===== config.mk =====
export PLATFORM = sky130hd
export DESIGN_NAME = fraction_reduce_u64
export DESIGN_NICKNAME = d
export VERILOG_FILES = /design/src/rtl/core/frac_pkg.sv /design/src/rtl/core/frac_divider.sv /design/src/rtl/core/frac_datapath.sv /design/src/rtl/core/frac_ctrl.sv /design/src/rtl/core/fraction_reduce_u64.sv
export SDC_FILE = /design/constraint.sdc
export NUM_CORES = 1
export LEC_CHECK = 0
export ABC_CLOCK_PERIOD_IN_PS = 8500
export BUFFER_PORTS_ARGS = -buffer_cell sky130_fd_sc_hd__buf_2
export CAP_MARGIN = 15
export CORE_MARGIN = 2
export CORE_UTILIZATION = 35
export CTS_BUF_LIST = sky130_fd_sc_hd__clkbuf_4
export CTS_CLUSTER_SIZE = 8
export DETAILED_ROUTE_END_ITERATION = 16
export GPL_TIMING_DRIVEN = 0
export SLEW_MARGIN = 15
export SYNTH_ARGS = -nofsm -noshare
export SYNTH_HDL_FRONTEND = slang
export SYNTH_SLANG_ARGS = --single-unit

===== constraint.sdc =====
create_clock -name clk -period 8.5 [get_ports clk]
set_input_delay 1.7 -clock clk [delete_from_list [all_inputs] [get_ports clk]]
set_output_delay 1.7 -clock clk [all_outputs]
set_load 0.03 [all_outputs]

===== src/rtl/core/frac_pkg.sv =====
// shared types and constants for the fraction reduction block
// no dependencies
package frac_pkg;
  localparam int unsigned DataW = 64;
  localparam int unsigned CntW = 7;

  typedef logic [DataW-1:0] word_t;

  // controller to datapath
  typedef struct packed {
    logic load;
    logic div_start;
    logic div_sel_gcd;
    logic div_sel_num;
    logic gcd_advance;
    logic save_num;
    logic save_den;
  } dp_cmd_t;

  // datapath to controller
  typedef struct packed {
    logic div_done;
    logic a_zero;
    logic g_gt_one;
  } dp_stat_t;
endpackage


===== src/rtl/core/frac_divider.sv =====
// restoring serial divider, one quotient bit per cycle
// depends on frac_pkg
module frac_divider
  import frac_pkg::*;
(
  input  logic  clk,
  input  logic  rst,
  input  logic  start,
  input  word_t dividend,
  input  word_t divisor,
  output logic  done,
  output word_t quotient,
  output word_t remainder
);
  logic            running;
  logic [CntW-1:0] count;
  word_t           dsr;
  logic [DataW:0]  trial;
  word_t           rem_shift;

  assign rem_shift = {remainder[DataW-2:0], quotient[DataW-1]};
  assign trial = {1'b0, rem_shift} - {1'b0, dsr};

  always_ff @(posedge clk) begin
    if (rst) begin
      running <= 1'b0;
      done <= 1'b0;
      count <= '0;
    end else begin
      done <= 1'b0;
      if (start) begin
        running <= 1'b1;
        count <= '0;
        dsr <= divisor;
        quotient <= dividend;
        remainder <= '0;
      end else if (running) begin
        // remainder top bit shifted out is checked too
        if (remainder[DataW-1] || !trial[DataW]) begin
          remainder <= trial[DataW-1:0];
          quotient <= {quotient[DataW-2:0], 1'b1};
        end else begin
          remainder <= rem_shift;
          quotient <= {quotient[DataW-2:0], 1'b0};
        end
        count <= count + 1'b1;
        if (count == CntW'(DataW - 1)) begin
          running <= 1'b0;
          done <= 1'b1;
        end
      end
    end
  end
endmodule


===== src/rtl/core/frac_datapath.sv =====
// operand registers, gcd loop registers and result registers
// depends on frac_pkg, frac_divider
module frac_datapath
  import frac_pkg::*;
(
  input  logic     clk,
  input  word_t    numerator,
  input  word_t    denominator,
  input  dp_cmd_t  cmd,
  output dp_stat_t stat,
  input  logic     rst,
  output word_t    reduced_numerator,
  output word_t    reduced_denominator,
  output word_t    common_divisor
);
  word_t num, den, a, b;
  word_t div_dividend, div_divisor, quo, rem;
  logic  div_done;

  always_comb begin
    if (cmd.div_sel_gcd) begin
      div_dividend = b;
      div_divisor = a;
    end else begin
      div_dividend = cmd.div_sel_num ? num : den;
      div_divisor = b;
    end
  end

  frac_divider u_div (
    .clk(clk), .rst(rst), .start(cmd.div_start),
    .dividend(div_dividend), .divisor(div_divisor),
    .done(div_done), .quotient(quo), .remainder(rem)
  );

  always_ff @(posedge clk) begin
    if (cmd.load) begin
      num <= numerator;
      den <= denominator;
      a <= numerator;
      b <= denominator;
      reduced_numerator <= numerator;
      reduced_denominator <= denominator;
    end
    if (cmd.gcd_advance) begin
      b <= a;
      a <= rem;
    end
    if (cmd.save_num) reduced_numerator <= quo;
    if (cmd.save_den) reduced_denominator <= quo;
  end

  assign common_divisor = b;
  assign stat.div_done = div_done;
  assign stat.a_zero = (a == '0);
  assign stat.g_gt_one = (b > word_t'(1));
endmodule


===== src/rtl/core/frac_ctrl.sv =====
// controller sequencing euclid steps and the two final divisions
// depends on frac_pkg
module frac_ctrl
  import frac_pkg::*;
(
  input  logic     clk,
  input  logic     rst,
  input  logic     start,
  input  dp_stat_t stat,
  output dp_cmd_t  cmd,
  output logic     busy,
  output logic     done
);
  localparam logic [2:0] S_IDLE = 3'd0;
  localparam logic [2:0] S_TEST = 3'd1;
  localparam logic [2:0] S_GCD  = 3'd2;
  localparam logic [2:0] S_NUM  = 3'd3;
  localparam logic [2:0] S_DEN  = 3'd4;
  localparam logic [2:0] S_OUT  = 3'd5;

  logic [2:0] state, state_next;
  logic       issued, issued_next;

  always_ff @(posedge clk) begin
    if (rst) begin
      state <= S_IDLE;
      issued <= 1'b0;
    end else begin
      state <= state_next;
      issued <= issued_next;
    end
  end

  always_comb begin
    cmd = '0;
    state_next = state;
    issued_next = issued;
    done = 1'b0;
    case (state)
      S_IDLE: begin
        if (start) begin
          cmd.load = 1'b1;
          state_next = S_TEST;
        end
      end
      S_TEST: begin
        issued_next = 1'b0;
        if (stat.a_zero) state_next = stat.g_gt_one ? S_NUM : S_OUT;
        else state_next = S_GCD;
      end
      S_GCD: begin
        cmd.div_sel_gcd = 1'b1;
        if (!issued) begin
          cmd.div_start = 1'b1;
          issued_next = 1'b1;
        end else if (stat.div_done) begin
          cmd.gcd_advance = 1'b1;
          state_next = S_TEST;
        end
      end
      S_NUM: begin
        cmd.div_sel_num = 1'b1;
        if (!issued) begin
          cmd.div_start = 1'b1;
          issued_next = 1'b1;
        end else if (stat.div_done) begin
          cmd.save_num = 1'b1;
          issued_next = 1'b0;
          state_next = S_DEN;
        end
      end
      S_DEN: begin
        if (!issued) begin
          cmd.div_start = 1'b1;
          issued_next = 1'b1;
        end else if (stat.div_done) begin
          cmd.save_den = 1'b1;
          state_next = S_OUT;
        end
      end
      S_OUT: begin
        done = 1'b1;
        state_next = S_IDLE;
      end
      default: state_next = S_IDLE;
    endcase
  end

  assign busy = (state != S_IDLE);
endmodule


===== src/rtl/core/fraction_reduce_u64.sv =====
// top level of the fraction reduction block
// depends on frac_pkg, frac_ctrl, frac_datapath
//
// Reduces one unsigned 64-bit fraction per command. Pulse start while busy is
// low; the operands are captured in that cycle and busy stays high until the
// result is shown for exactly one cycle with done high, which the receiver
// must take then. Each Euclid step is one modulo on a shared serial divider,
// followed by a zero test of the new remainder; when the divisor exceeds one
// two more divisions follow.
module fraction_reduce_u64
  import frac_pkg::*;
(
  input  logic  clk,
  input  logic  rst,
  input  logic  start,
  output logic  busy,
  input  word_t numerator,
  input  word_t denominator,
  output logic  done,
  output word_t reduced_numerator,
  output word_t reduced_denominator,
  output word_t common_divisor
);
  dp_cmd_t  cmd;
  dp_stat_t stat;

  frac_ctrl u_ctrl (
    .clk(clk), .rst(rst), .start(start), .stat(stat),
    .cmd(cmd), .busy(busy), .done(done)
  );

  frac_datapath u_dp (
    .clk(clk), .numerator(numerator), .denominator(denominator),
    .cmd(cmd), .stat(stat), .rst(rst),
    .reduced_numerator(reduced_numerator),
    .reduced_denominator(reduced_denominator),
    .common_divisor(common_divisor)
  );

  a_done_busy: assert property (@(posedge clk) disable iff (rst) done |-> busy)
    else $error("done outside busy");
  a_done_pulse: assert property (@(posedge clk) disable iff (rst) done |=> !done)
    else $error("done longer than one cycle");
  a_start_busy: assert property (@(posedge clk) disable iff (rst)
    (start && !busy) |=> busy)
    else $error("transfer not taken");
endmodule


==> flow_summary.ini <==
[status]
status = finished, final reports clean

[synth]
yosysWarningCount = 0
synth_edf_count = 576
synth_compound_area_share_pct = 10.1
synth_cells = 2576
ys_ff_latch = 589
synth_area_leader_cell = edfxtp_1
netlist.area_leader.share_pct = 60.0
yosys.area_share.simple_pct = 13.6
synth_top_family_by_area = simple AND/OR/NAND/NOR gates
ys_top_cells_by_area = edfxtp_1 (60%), nand2_1 (8.5%), mux2_2 (7.5%), a21oi_1 (4.3%), ha_1 (2.8%)
syn_nets = 2773
ys_seq_area_share_pct = 60.9
synth_fa_ha_area_share_pct = 2.89
synthXorXnorAreaFrac_pct = 1.97
synth.most_common_cell = nand2_1
ys_types = 58
synth_common_cells = nand2_1 (650), edfxtp_1 (576), a21oi_1 (250), mux2_2 (192), o21ai_0 (123)
synth.area.mux_share_pct = 7.64
syn-cell-area_mm2 = 0.0288
avgSynthCellArea_um2 = 11.2
synthFlopType = edfxtp_1
async_flop_share_pct = 0

[timing]
grt_setup_unrepaired = false
hold_viol_final = 0
fin_ws_ps = 3850
skew_ps = 60.1
min_period_over_period_pct = 54.7
slew_headroom_pct = 13.5
final_max_slew_viol_count = 0
fin_crit_ps = 4650
fmax_mhz = 215
worst_slew_pin_slew_ps = 1300
setup_viol = 0

[finish]
area.sequential_mm2 = 0.0176
instances_no_fill = 4276
fill_cells = 8036
multiInputGateArea_mm2 = 0.0105
areaGrowthSynthToFinish_pct = 19.6
nets = 3283
fin_util_pct = 42.1
final_layout_size_suffix_gt1_share_pct = 25.6

[critical_path]
crit_buf_inv = 1
required_ps = 9260
worstPathCellList = inv_1 -> ha_1 -> fa_1 -> nand2b_1 -> a21oi_1 -> o21ai_0 -> a31oi_1 -> a31oi_1 -> o31ai_1 -> a41oi_1 -> o31ai_1 -> xnor2_1 -> o21ai_0
setup.worst_path.start_class = flip-flop
cpPeakStageDelay_ps = 710
path_max_fanout = 4
worstSetupPathType = reg -> reg
crit_arrival_ps = 5400
critPathCaptureType = flip-flop
cp_slowest_cell = o31ai_1
cp_top_family = compound AO/OA/AOI/OAI gates

[place]
place_ws_ps = 4020
gp_congestion = 0.906
placedCellCount = 3990
dpl.hpwl_um = 68800
port_buffers = 324

[clocking]
postCtsSetupBuffers = 0
cts-root-buf = clkbuf_4
cts_max_level = 4
numCtsBuffers = 164
clk_pin_slew_ps = 60
tritoncts = built
clk_path_buf_depth = 3
ctsHoldBuffers = 0
clock-sinks = 589
cts_resized = 0
clk_latency_ps = 1050

[global_routing]
grt_max_degree = 67
antenna_found_initial = 7
grt_pass1_wl_um = 136000
grt_overflow = 0
grt_use_total_pct = 21.3
grt_pass1_vias = 22100

[detailed_routing]
drt-vias-per-instance = 5.16
wl_per_cell_um = 21.4
routed_wl_um = 91500
drtPass1Iterations = 7
ant_nets = 0
drc_errors = 0
vias = 22100
drt-initial-drc-count = 1658

[pwr]
clkPwrFrac_pct = 34.6
power.internal_uw = 5410
p_leak_uw = 0.0135
power.density_mw_per_mm2 = 225
switching_share_pct = 30.2
ir_worst_vdd_v = 0.000102
p_comb_share_pct = 18.0
seq_power_share_pct = 47.3
p_switching_uw = 2340
power.total_uw = 7750

[floorplanning]
die_y_um = 291
coreArea_mm2 = 0.0818
ios = 325
die-width_um = 291
num_rows = 105
dieArea_mm2 = 0.0847
initial_utilization_pct = 35.2

[flow_run]
cap_violations = 0

[min_path]
hp-class = reg -> reg
## sequential cells by signal (all words and copies together), names as in the netlist
signal,cells
u_ctrl.issued,1
u_ctrl.state,3
u_dp.a,64
u_dp.common_divisor,64
u_dp.den,64
u_dp.num,64
u_dp.reduced_denominator,64
u_dp.reduced_numerator,64
u_dp.u_div.count,7
u_dp.u_div.done,1
u_dp.u_div.dsr,64
u_dp.u_div.quotient,64
u_dp.u_div.remainder,64
u_dp.u_div.running,1
## final timing paths
path                            from                  endpoint  slack [ps]  cells past startpoint
min              u_dp.u_div.count[6]           u_dp.u_div.done         490                      1
max reg2reg  u_dp.u_div.quotient[63]  u_dp.u_div.remainder[62]        3850                     13
max          u_dp.u_div.quotient[63]  u_dp.u_div.remainder[62]        3850                     13
min reg2reg      u_dp.u_div.count[6]           u_dp.u_div.done         490                      1
## power by group through the flow
| stage | sequential, uW | combinational, uW | clock (uW) |
|---|---|---|---|
| floorplan | 3860 | 756 | 0 |
| global placement | 3800 | 1330 | 0 |
| detailed placement | 3730 | 1400 | 0 |
| CTS | 3670 | 1410 | 2770 |
| global route | 3690 | 1530 | 2910 |
| finish | 3670 | 1400 | 2680 |
## cells in the final DEF, fill, tap and decap left out, types with 6 or more instances in the layout
cell type / synthesis / layout
a211oi_1: 24 / 24
a21boi_0: 8 / 8
a21o_1: 35 / 35
a21oi_1: 250 / 250
a31oi_1: 11 / 11
and2_1: 6 / 6
and3_1: 7 / 7
buf_1: 10 / 10
buf_12: 0 / 6
buf_16: 0 / 14
buf_2: 10 / 334
clkbuf_1: 118 / 113
clkbuf_4: 0 / 233
clkinv_1: 0 / 30
dfxtp_1: 13 / 13
edfxtp_1: 576 / 576
ha_1: 65 / 65
inv_1: 81 / 80
mux2_2: 192 / 192
nand2_1: 650 / 649
nand2b_1: 10 / 10
nand3_1: 85 / 85
nand4_1: 25 / 25
nor2_1: 73 / 70
nor3_1: 21 / 21
nor4_1: 38 / 36
o21ai_0: 123 / 121
o21bai_1: 13 / 13
o31ai_1: 7 / 7
xnor2_1: 40 / 40
xor2_1: 25 / 25
## routing by layer
layer  share of wire, %  wire length, um  global-route usage (%)
met1                 44            40200                    27.7
met2                 48            43900                    35.0
met5              0.036               33                       0
met4                2.3             2140                    7.63
met3                5.8             5280                    4.74
## logic make-up after synthesis
| family | after synthesis |
|---|---|
| AO/OA/AOI/OAI | 507 |
| XOR/XNOR | 65 |
| adder cells (fa/ha/maj) | 66 |
| buffers and inverters | 221 |
| flip-flops | 589 |
| multiplexers | 196 |
| AND/OR/NAND/NOR | 932 |
## through the flow
stage	instance area [um^2]	setup TNS (ps)	hold slack, ps
final	34500	0	493
after global routing	34500	0	510
after CTS	34500	0	485
after detailed placement	32400	0	476
after global placement	31800	-726030	470
after floorplan	28800	0	445
## final cells by class
type | instances | share of cell area (%)
plain buffers | 140 | 1.60
clock inverters | 49 | 1.05
flip-flops and latches | 589 | 50.9
inverters | 81 | 0.896
diodes | 4 | 0.0290
multi-input cells | 1766 | 30.4
well taps | 1070 | 3.88
clock buffers | 233 | 5.07
repair buffers | 344 | 6.17
Power figures use the tool's default switching activity.
